File: src/crwp_pkg.sv
package crwp_pkg;

  // Number formats. Coordinates are 32-bit signed fixed point; basis
  // components carry BASIS_FRAC fraction bits.
  localparam int COORD_BITS = 32;
  localparam int FRAC_BITS  = 8;
  localparam int BASIS_FRAC = 24;
  localparam int SMALL_EXP  = 20;
  localparam int SAT_BITS   = (COORD_BITS < 32) ? COORD_BITS : 32;

  // Zero-length thresholds for the right and up vectors, in their own units.
  localparam int T_RIGHT = BASIS_FRAC + FRAC_BITS - SMALL_EXP;
  localparam int T_UP    = 2 * BASIS_FRAC - SMALL_EXP;

  // Working widths.
  localparam int W_W = 60;  // cross product or difference vector
  localparam int M_W = 58;  // magnitude of a working component
  localparam int B_W = 26;  // basis component, magnitude at most 2^24

  localparam logic [M_W-1:0] TH_RIGHT    = M_W'(1) << T_RIGHT;
  localparam logic [M_W-1:0] TH_UP       = M_W'(1) << T_UP;
  localparam logic [63:0]    TH_RIGHT_SQ = 64'(1) << (2 * T_RIGHT);
  localparam logic [63:0]    TH_UP_SQ    = 64'(1) << (2 * T_UP);
  localparam logic signed [B_W-1:0] BASIS_ONE = B_W'(1) << BASIS_FRAC;

  typedef enum logic [2:0] {
    CMD_LOAD_EYE    = 3'd0,
    CMD_LOAD_TARGET = 3'd1,
    CMD_LOAD_UP     = 3'd2,
    CMD_ABSENT      = 3'd3,
    CMD_TRANSFORM   = 3'd4
  } cmd_t;

  typedef enum logic {
    IT_SQRT = 1'b0,
    IT_DIV  = 1'b1
  } iter_mode_t;

  typedef struct packed {
    logic go;
    logic clr;
    logic sub;
  } mac_ctl_t;

  function automatic logic [31:0] sat_coord(input logic signed [63:0] v);
    logic signed [63:0] hi;
    logic signed [63:0] lo;
    hi = (64'sd1 <<< (SAT_BITS - 1)) - 64'sd1;
    lo = -hi - 64'sd1;
    if (v > hi) return hi[31:0];
    if (v < lo) return lo[31:0];
    return v[31:0];
  endfunction

endpackage

File: src/crwp_mac.sv
module crwp_mac (
  input  logic                clk,
  input  logic                rst,
  input  crwp_pkg::mac_ctl_t  ctl,
  input  logic signed [31:0]  a,
  input  logic signed [31:0]  b,
  input  logic signed [63:0]  init,
  output logic signed [63:0]  acc
);
  import crwp_pkg::*;

  mac_ctl_t           ctl1;
  logic signed [63:0] prod;
  logic signed [63:0] init1;

  always_ff @(posedge clk) begin
    if (rst) begin
      ctl1 <= '0;
    end else begin
      ctl1 <= ctl;
    end
    prod  <= a * b;
    init1 <= init;
  end

  always_ff @(posedge clk) begin
    if (ctl1.go) begin
      acc <= (ctl1.clr ? init1 : acc) + (ctl1.sub ? -prod : prod);
    end
  end

endmodule

File: config.mk
export PLATFORM = sky130hd
export DESIGN_NAME = crwp_mac
export DESIGN_NICKNAME = d
export VERILOG_FILES = /design/src/crwp_pkg.sv /design/src/crwp_mac.sv
export SDC_FILE = /design/constraint.sdc
export NUM_CORES = 2
export LEC_CHECK = 0
export BUFFER_PORTS_ARGS = -buffer_cell sky130_fd_sc_hd__buf_2
export CAP_MARGIN = 20
export CORE_ASPECT_RATIO = 1.1
export CORE_MARGIN = 1
export CORE_UTILIZATION = 50
export CTS_BUF_LIST = sky130_fd_sc_hd__clkbuf_8
export CTS_CLUSTER_SIZE = 25
export DETAILED_ROUTE_END_ITERATION = 7
export PLACE_DENSITY_LB_ADDON = 0.2
export SYNTH_ARGS = -nofsm -noshare
export SYNTH_HDL_FRONTEND = slang
export SYNTH_SLANG_ARGS = --single-unit
export TNS_END_PERCENT = 1
File: constraint.sdc
create_clock -name clk -period 22.1 [get_ports clk]
set_input_delay 1.105 -clock clk [delete_from_list [all_inputs] [get_ports clk]]
set_output_delay 1.105 -clock clk [all_outputs]
set_load 0.02 [all_outputs]
==> impl_metrics.ini <==
[clock_tree]
cts_hold_buf = 0
cts_tree = done
cts_root_buffer = clkbuf_8
cts.repair.resized = 0
post_cts_buffers = 0
clk_latency_ns = 0.55
htree_levels = 4
cts_max_path_buffers = 3
numClockSinks = 195
numCtsBuffers = 25
clk_pin_slew_worst_paths_ns = 0.09

[sta]
worst_pin_slew_ns = 1.13
rsz0062_at_grt = false
tns_ns = 0
max_freq_mhz = 111
slew_headroom_pct = 24.6
finalClockSkew_ns = 0.0294
fin_crit_sh_pct = 40.6
fin_crit_ns = 8.98
slew_viol_final = 0
setup_violations = 0
hold_viol = 0

[grt]
grt_pass1_wl_mm = 201
grt_pass1_vias = 35577
grt_use_total_pct = 28.1
antenna_found_initial = 8
overflow = 0
grt_max_degree = 65

[drt]
dr.first_iter.drc_count = 1935
drt_wl_total_mm = 127
route.detailed.drc = 0
num_vias = 32885
ant_nets = 0
wl_per_cell_um = 21.1
viasPerCell = 5.48
drtPass1Iterations = 6

[floorplan]
initial_core_util_pct = 50.5
die_w_um = 291
rows = 116
die_area_um2 = 93300
ios = 197
core_um2 = 91100
dieHeight_um = 320

[yosys]
syn_area_um2 = 46000
synth_cell_types = 65
ys.warnings.count = 0
synth_area_per_cell_um2 = 9.58
ys_ff_latch = 195
netlist_instances = 4806
synth_ff_type = dfxtp_1
synth_enable_flop_cells = 64
syn_nets = 6270
async_reset_ff_share_pct = 0
synth-seq-area-share_pct = 9.87

[worst_setup_path]
cp-end-kind = flop
reg2reg_from = prod[3]
reg2reg_depth = 18
crit_required_ns = 22.53
r2r_end = acc[62]
setup.worst_path.class = in2reg
endpoint = prod[60]
crit_fanout = 32
reg2reg_slack_ns = 15.69
startpoint = b[2]
arrival_ns = 9.41
critPathLaunchType = input port

[cells_and_area]
final_nets = 6276
area_delta_synth_final_pct = 4.75
drive_above_1_share_pct = 7.02
n_fill_cell = 8418

[placement]
gp_congestion = 0.906
dp_hpwl_mm = 95.2
io_buffers = 196

[flow_run]
cap_violations = 0

[worst_hold_path]
hp-class = reg2reg
hold_start = prod[0]

[outcome]
status = complete, no violations
[cell usage in the layout (no fill, tap or decap), types with 4 or more instances in the layout]
master    netlist  final
and2_1        526    526
xnor2_1       140    140
inv_1         992    993
xor2_1         53     53
edfxtp_1       64     64
diode_2         0      6
or2_2           6      6
fa_1         1083   1083
or4_1           8      8
nand2_1       566    566
nand3_1        20     20
a31oi_1        15     15
a21o_1         71     71
nand2b_1       21     21
or3_1           7      7
nor2b_1        16     16
a211oi_1       19     19
nor4_1          4      4
and4_1          5      5
o211ai_1        8      8
mux2_2         63     63
dfxtp_1       131    128
nor3_1         13     13
o41ai_1         8      8
nand4_1        29     29
o21ai_0        99     99
a41oi_1         6      6
buf_2           1    196
nor2_1         84     84
o21bai_1       20     20
buf_4           0     24
and3_1          7      7
a21boi_0        6      6
or4_4           6      6
clkbuf_8        0     25
o21a_1         15     15
o31ai_1        19     19
ha_1          248    248
a21oi_1       141    141
[Yosys cell counts, drive strengths merged (4+ instances only)]
cell type | number | area, um2
or4 | 14 | 128
a21boi | 6 | 45.0
nand4 | 29 | 181
fa | 1083 | 21700
and2 | 526 | 3290
inv | 992 | 3720
clkbuf | 238 | 893
nor4 | 4 | 25.0
a21o | 71 | 533
xor2 | 53 | 464
o211ai | 8 | 60.1
o21bai | 20 | 150
or2 | 7 | 46.3
dfxtp | 131 | 2620
mux2 | 63 | 709
a211oi | 19 | 143
o31ai | 20 | 164
nand2b | 21 | 131
edfxtp | 64 | 1920
and3 | 7 | 43.8
a41oi | 6 | 52.6
a21oi | 141 | 706
nor3 | 13 | 65.1
nand2 | 566 | 2120
or3 | 11 | 85.1
o21ai | 100 | 500
xnor2 | 140 | 1230
ha | 248 | 3100
and4 | 5 | 43.8
o21a | 15 | 113
a31oi | 15 | 93.8
nor2b | 16 | 100
nand3 | 20 | 100
nor2 | 84 | 315
o41ai | 9 | 86.3
[metrics by stage]
stage | area (um2) | cells | hold slack [ns] | util [%] | setup slack [ns]
after global placement | 47800 | 5965 | 0.640 | 52.4 | 12.69
after global routing | 48200 | 6001 | 0.617 | 52.9 | 12.46
after floorplan | 46000 | 4806 | 0.576 | - | 13.76
after detailed placement | 47800 | 5965 | 0.628 | 52.4 | 12.63
final | 48200 | 6004 | 0.642 | 52.9 | 13.12
after CTS | 48200 | 5998 | 0.602 | 52.9 | 13.19
[worst max-delay path, stage by stage]
cell and delay (ns):
buf_2 0.55, nand2_1 0.19, inv_1 0.17, fa_1 0.46
fa_1 0.56, fa_1 0.71, fa_1 1.09, inv_1 0.40
fa_1 0.59, inv_1 0.06, fa_1 0.54, fa_1 0.43
fa_1 0.46, ha_1 0.46, and4_1 0.27, or4bb_1 0.51
a21oi_1 0.26, o31ai_1 0.18, o311ai_0 0.38
[sequential cells by signal, indices dropped and copies added, names as in the netlist]
name   cells
init1     64
acc       64
ctl1       3
prod      64
[cells by family (layout without fill, tap and decap cells)]
logic type,after synthesis,in the layout,synth area share (%)
adders and majority gates,1331,1331,53.9
and+or+nand+nor,1331,1331,14.7
buffers and inverters,1233,1245,10.1
AOI/OAI and AO/OA,459,459,6.31
DFF,195,195,9.87
xor gates and xnor gates,193,193,3.67
muxes,64,64,1.56
other,0,6,0
[how the worst min path moves through the flow]
stage / cells past startpoint / slack (ns) / to
after floorplan: 1 / 0.58 / acc[0]
after global routing: 1 / 0.62 / init1[23]
after global placement: 1 / 0.64 / acc[0]
after CTS: 1 / 0.60 / init1[28]
after detailed placement: 1 / 0.63 / acc[0]
final: 1 / 0.64 / acc[0]
[per-layer routing]
metal  global-route usage [%]  vias up  routed length, um
li1                         -    14423                  -
met1                     38.3    16960              53700
met2                     45.9     1264              59000
met3                     5.08      234              10600
met4                     7.88        4               3370
met5                        0        -                 22
[area by class of cell]
class / count / area, um2 / share of cell area [%]
Tap cell: 1180 / 1480 / 3.06
Sequential cell: 195 / 4550 / 9.43
Inverter: 992 / 3720 / 7.72
Multi-Input combinational cell: 3378 / 36800 / 76.4
Clock buffer: 25 / 344 / 0.714
Antenna cell: 6 / 15.0 / 0.0311
Clock inverter: 8 / 92.6 / 0.192
Timing Repair Buffer: 220 / 1160 / 2.41
Power is not shown: default switching activity piles up to over one toggle a cycle in this logic, so the estimate is an artifact.
