**config.mk**
```make
export PLATFORM = sky130hd
export DESIGN_NAME = crwp_iter
export DESIGN_NICKNAME = d
export VERILOG_FILES = /design/src/crwp_pkg.sv /design/src/crwp_iter.sv
export SDC_FILE = /design/constraint.sdc
export NUM_CORES = 1
export LEC_CHECK = 0
export BUFFER_PORTS_ARGS = -buffer_cell sky130_fd_sc_hd__buf_4
export CAP_MARGIN = 20
export CORE_MARGIN = 2
export CORE_UTILIZATION = 40
export CTS_BUF_LIST = sky130_fd_sc_hd__clkbuf_8
export DETAILED_ROUTE_END_ITERATION = 8
export PLACE_DENSITY = 0.58
export SLEW_MARGIN = 20
export SYNTH_ARGS = -nofsm -noshare
export SYNTH_HDL_FRONTEND = slang
export SYNTH_SLANG_ARGS = --single-unit
```
**constraint.sdc**
```tcl
create_clock -name clk -period 8.4 [get_ports clk]
set_input_delay 0.42 -clock clk [delete_from_list [all_inputs] [get_ports clk]]
set_output_delay 0.42 -clock clk [all_outputs]
set_load 0.005 [all_outputs]
```
**src/crwp_pkg.sv**
```systemverilog
package crwp_pkg;

  // Number formats. Coordinates are 32-bit signed fixed point; basis
  // components carry BASIS_FRAC fraction bits.
  localparam int COORD_BITS = 32;
  localparam int FRAC_BITS  = 8;
  localparam int BASIS_FRAC = 24;
  localparam int SMALL_EXP  = 20;
  localparam int SAT_BITS   = (COORD_BITS < 32) ? COORD_BITS : 32;

  // Zero-length thresholds for the right and up vectors, in their own units.
  localparam int T_RIGHT = BASIS_FRAC + FRAC_BITS - SMALL_EXP;
  localparam int T_UP    = 2 * BASIS_FRAC - SMALL_EXP;

  // Working widths.
  localparam int W_W = 60;  // cross product or difference vector
  localparam int M_W = 58;  // magnitude of a working component
  localparam int B_W = 26;  // basis component, magnitude at most 2^24

  localparam logic [M_W-1:0] TH_RIGHT    = M_W'(1) << T_RIGHT;
  localparam logic [M_W-1:0] TH_UP       = M_W'(1) << T_UP;
  localparam logic [63:0]    TH_RIGHT_SQ = 64'(1) << (2 * T_RIGHT);
  localparam logic [63:0]    TH_UP_SQ    = 64'(1) << (2 * T_UP);
  localparam logic signed [B_W-1:0] BASIS_ONE = B_W'(1) << BASIS_FRAC;

  typedef enum logic [2:0] {
    CMD_LOAD_EYE    = 3'd0,
    CMD_LOAD_TARGET = 3'd1,
    CMD_LOAD_UP     = 3'd2,
    CMD_ABSENT      = 3'd3,
    CMD_TRANSFORM   = 3'd4
  } cmd_t;

  typedef enum logic {
    IT_SQRT = 1'b0,
    IT_DIV  = 1'b1
  } iter_mode_t;

  typedef struct packed {
    logic go;
    logic clr;
    logic sub;
  } mac_ctl_t;

  function automatic logic [31:0] sat_coord(input logic signed [63:0] v);
    logic signed [63:0] hi;
    logic signed [63:0] lo;
    hi = (64'sd1 <<< (SAT_BITS - 1)) - 64'sd1;
    lo = -hi - 64'sd1;
    if (v > hi) return hi[31:0];
    if (v < lo) return lo[31:0];
    return v[31:0];
  endfunction

endpackage

```
**src/crwp_iter.sv**
```systemverilog
module crwp_iter (
  input  logic                  clk,
  input  logic                  rst,
  input  logic                  start,
  input  crwp_pkg::iter_mode_t  mode,
  input  logic [63:0]           num,
  input  logic [31:0]           divisor,
  output logic                  busy,
  output logic [31:0]           result
);
  import crwp_pkg::*;

  iter_mode_t  mode_r;
  logic [63:0] rem;
  logic [63:0] aux;
  logic [63:0] refv;
  logic [5:0]  cnt;
  logic [63:0] trial;
  logic        ge;

  // One compare-and-subtract per cycle serves both the square root and
  // the restoring division.
  assign trial  = (mode_r == IT_SQRT) ? aux + refv : refv;
  assign ge     = rem >= trial;
  assign busy   = cnt != 6'd0;
  assign result = aux[31:0];

  always_ff @(posedge clk) begin
    if (rst) begin
      cnt <= 6'd0;
    end else if (start) begin
      cnt <= (mode == IT_SQRT) ? 6'd32 : 6'(BASIS_FRAC + 1);
    end else if (busy) begin
      cnt <= cnt - 6'd1;
    end
  end

  always_ff @(posedge clk) begin
    if (start) begin
      mode_r <= mode;
      rem    <= num;
      aux    <= 64'd0;
      refv   <= (mode == IT_SQRT) ? (64'd1 << 62) : (64'(divisor) << BASIS_FRAC);
    end else if (busy) begin
      if (ge) begin
        rem <= rem - trial;
      end
      if (mode_r == IT_SQRT) begin
        aux  <= (aux >> 1) + (ge ? refv : 64'd0);
        refv <= refv >> 2;
      end else begin
        aux  <= {aux[62:0], ge};
        refv <= refv >> 1;
      end
    end
  end

endmodule

```
==> results.md <==
- The flow ran to the end, and the final reports show no timing, DRC or antenna violations.
- The compound-cell area share of the yosys netlist is 0.278.
- The sequential-to-total area share from yosys stat is 0.258.
- The leakage component of the power is roughly 12 nW.
- Of the total synthesized cell area, the portion taken by AND, OR, NAND and NOR gates is 0.175.
- After technology mapping, the gate count stands at ~2600.
- The clock reaches the later pin of the worst-skew pair after ~0.60 ns.
- Across all layers, the routed design uses 20700 vias.
- IR analysis of the VDD net gives a maximum drop of 0.000185 V.
- Of all flip-flops after synthesis, the portion carrying an async set or reset was 0.
- The final-stage net count is 3250.
- Before antenna repair, the detailed router went through 5 iterations.
- For flop-to-flop paths, the worst setup slack is ~0.11 ns.
- Final hold analysis gives a worst-case slack of roughly 0.056 ns.
- The number of enable flip-flop cells after synthesis is about 130.
- By area the synthesized netlist is led by edfxtp_1, ha_1, dfxtp_1.
- Entering global routing, the biggest net connects between 150 and 200 pins.
- Summing every instance area after synthesis gives 20300 um^2.
- The proportion of power drawn by combinational gates is 0.742.
- The analysis attributes to net switching a power of between 4 and 5 mW.
- The H-tree was split into 4 levels.
- Along the worst hold path, the cell count comes to 2.
- Setup violations remaining at the end of the flow were counted as 0.
- The via count of the first global-routing pass is 19500.
- For the pin with the worst max-slew slack, the measured transition is slightly below 1 ns.
- The final max-slew violation count is 0.
- In this run the mean area of a mapped cell was 7.93 um^2.
- Of the total synthesized cell area, the portion taken by XOR and XNOR cells is 0.0777.
- The aggregate global-route resource usage is 0.264.
- The iteration-0 DRC count of the detailed router is approximately 1900.
- The post-synthesis cell type count is 73.
- In the finished design, the share of the clock period the worst path needs comes to 0.987.
- From bottom edge to top edge, the die measures 229 um.
- The routed via count divided by cell count is ~5.7.
- For this run, the share of the core covered by cells in the final layout is 0.515.
- The final clock skew is about 0.016 ns.
- After detailed routing, the total wire length is between 70 and 80 mm.
- The share of final-layout standard cells stronger than drive strength 1 is 0.248.
- The number of warning messages in the yosys log is 0.
- The number of clock buffers inserted by TritonCTS is 17.
- approximately 130 I/O pins were placed.
- Measured against its own limit, the worst slew margin works out to 0.353.
- The top fanout value on the critical path is 7.
- Row generation in the floorplan step produced 82 rows.
- The internal power of the cells totals 5.02 mW.
- The count of input and output buffers is between 100 and 150.
- The cell type of the slowest stage on the worst timing path is a311o_1.
- TritonCTS built the clock tree.
- The clock tree root driver cell is clkbuf_8.
- The clock net sink count is about 200.
- Compared with the post-synthesis result, the final layout area differs by 27.3%.
- The worst setup path is of the register to register kind.
- The cell count of the worst reg-to-reg path is 39.
- The number of hold-slack violations in the final timing report is 0.
- The proportion of power drawn by the clock network is 0.074.
- By area, the combinational part of the netlist is dominated by compound AO/OA/AOI/OAI gates.
- The part of the total power dissipated in sequential elements is 0.184.
- The overall power after layout is 9.61 mW.
- STA classifies the critical path startpoint as a register.
- Among all flip-flop cells after synthesis, the most frequent one is edfxtp_1.
- The data required time at the worst endpoint is ~8.9 ns.
- The initial antenna violation count is 2.
- The leading cell type by number of instances after synthesis is nand2_1.
- Setup repair after global routing could not meet its margin everywhere.
- The overall die width is 229 um.
- The wire length of the first global-routing pass is between 100 and 150 mm.
- The arrival time of the worst setup path is 8.77 ns.
- After detailed routing, the average wire length per cell comes to 19.6 um.
- The min-delay analysis places its worst path in the category input port to register.
- The total power divided by cell area is ~370 nW/um^2.
- The placed instance count is 3587.
- The final cell count without fillers is 3642.
- The core region is about 50000 um^2.
- For this run, the top clock speed supported by timing is 121 MHz.
- In the routed design, unresolved DRC markers number 0.
- For this run the aggregate overflow at the end of global routing stands at 0.
- After synthesis, the share of cell area in mux cells is 0.0410.
- The kind of capture point of the worst setup path is a register.
- The initial cell density of the core is 0.405.
- The max-cap check violation count is 0.
- The remaining antenna violation count is 0.
- The sum of net half-perimeters after detailed placement is about 55 mm.
- The post-synthesis share of cell area spent on full adders, half adders and majority gates is 0.121.
- The switching share of power is 0.478.
- The clock passes through at most 2 buffers.
- The post-synth net total is roughly 2900.
- Of the post-synthesis cell area, the dominant cell type holds 0.189.
- The longest individual stage delay on the worst path is 0.45 ns.
- The routed design could run at a clock period as short as a little over 8 ns.
- The global placer's final weighted congestion is 0.970.
- The total of flip-flops plus latches after synthesis is slightly below 200.
- The area of the die is 52600 um^2.
- After clock tree synthesis, the clock-pin slew on the worst setup and hold paths is 0.10 ns.
- The biggest area contributor in the post-synthesis netlist is edfxtp_1.
- By count the netlist is led by nand2_1, o21ai_0, a21oi_1.
- The quantity of hold-fixing buffers added after cts is 0.
## worst max-delay path: cells and delay by family (launching register included)
| family | cells | cell delay, ns |
|---|---|---|
| adder cells (fa/ha/maj) | 4 | 1.31 |
| AND/OR/NAND/NOR | 6 | 1.02 |
| flip-flops | 1 | 0.38 |
| AO/OA/AOI/OAI | 20 | 4.21 |
| XOR/XNOR | 2 | 0.31 |
| buffers and inverters | 7 | 0.92 |
## per-stage QoR
step / TNS [ns] / setup WS, ns / area, um^2
CTS: 0 / 0.0101 / 25000
detailed placement: -6.05 / -0.410 / 24500
global placement: -2.70 / -0.260 / 24500
global route: -2.30 / -0.265 / 25800
floorplan: -0.0156 / -0.0156 / 20300
finish: 0 / 0.107 / 25800
## state kept, by name, indices dropped and copies added, names as in the netlist
name,count
refv,63
rem,64
aux,64
cnt,6
mode_r,1
## final cells by class
cell class / count / area, um^2
Antenna cell: 1 / 2.50
Clock buffer: 19 / 262
Clock inverter: 13 / 153
Fill cell: 4809 / 24300
Inverter: 48 / 180
Multi-Input combinational cell: 2129 / 14800
Sequential cell: 198 / 5250
Tap cell: 672 / 841
Timing Repair Buffer: 562 / 4340
## worst paths after layout
check | from | endpoint
setup reg to reg | refv[0] | aux[55]
hold reg to reg | aux[63] | aux[63]
setup / recovery | refv[0] | aux[55]
hold / removal | rst | cnt[3]
## what timing repair did
action,4_1_cts,5_1_grt
gates cloned,0,1
pin swaps,7,87
gates resized for setup,16,158
setup buffers,4,18
endpoints found under the setup margin,29,46
## kinds of logic after synthesis
| logic type | Yosys count |
|---|---|
| multiplexers | 82 |
| flip-flops | 198 |
| buffers and inverters | 234 |
| adder cells (fa/ha/maj) | 194 |
| AO/OA/AOI/OAI | 907 |
| AND/OR/NAND/NOR | 766 |
| XOR/XNOR | 180 |
## layer usage
layer  global-route usage  vias to the layer above  part of all wire  wire (um)
met5                    0                        -                 0          0
met1                0.414                     9793              0.51      36200
met4               0.0522                        0             0.014        982
met2                0.368                      723              0.40      28600
met3               0.0504                       47             0.077       5470
li1                     -                    10200                 -          -
## power groups by stage
stage	logic, mW	clock network [mW]	registers, mW
after floorplan	4.26	0	1.70
after global placement	6.63	0	1.76
after detailed placement	6.67	0	1.77
after CTS	6.75	0.729	1.75
after global routing	7.82	0.754	1.80
final	7.13	0.708	1.77
## cells in the final DEF, fill, tap and decap left out, drive strengths merged, types with 74 or more instances in the layout
master	synthesis	layout
xnor2	106	106
xor2	74	74
nor2b	88	88
nand2	269	269
edfxtp	128	128
ha	191	191
a21oi	250	250
nor2	209	209
a21o	134	134
buf	56	561
o21ai	262	262
No activity file was read; power rests on OpenSTA's default activity.
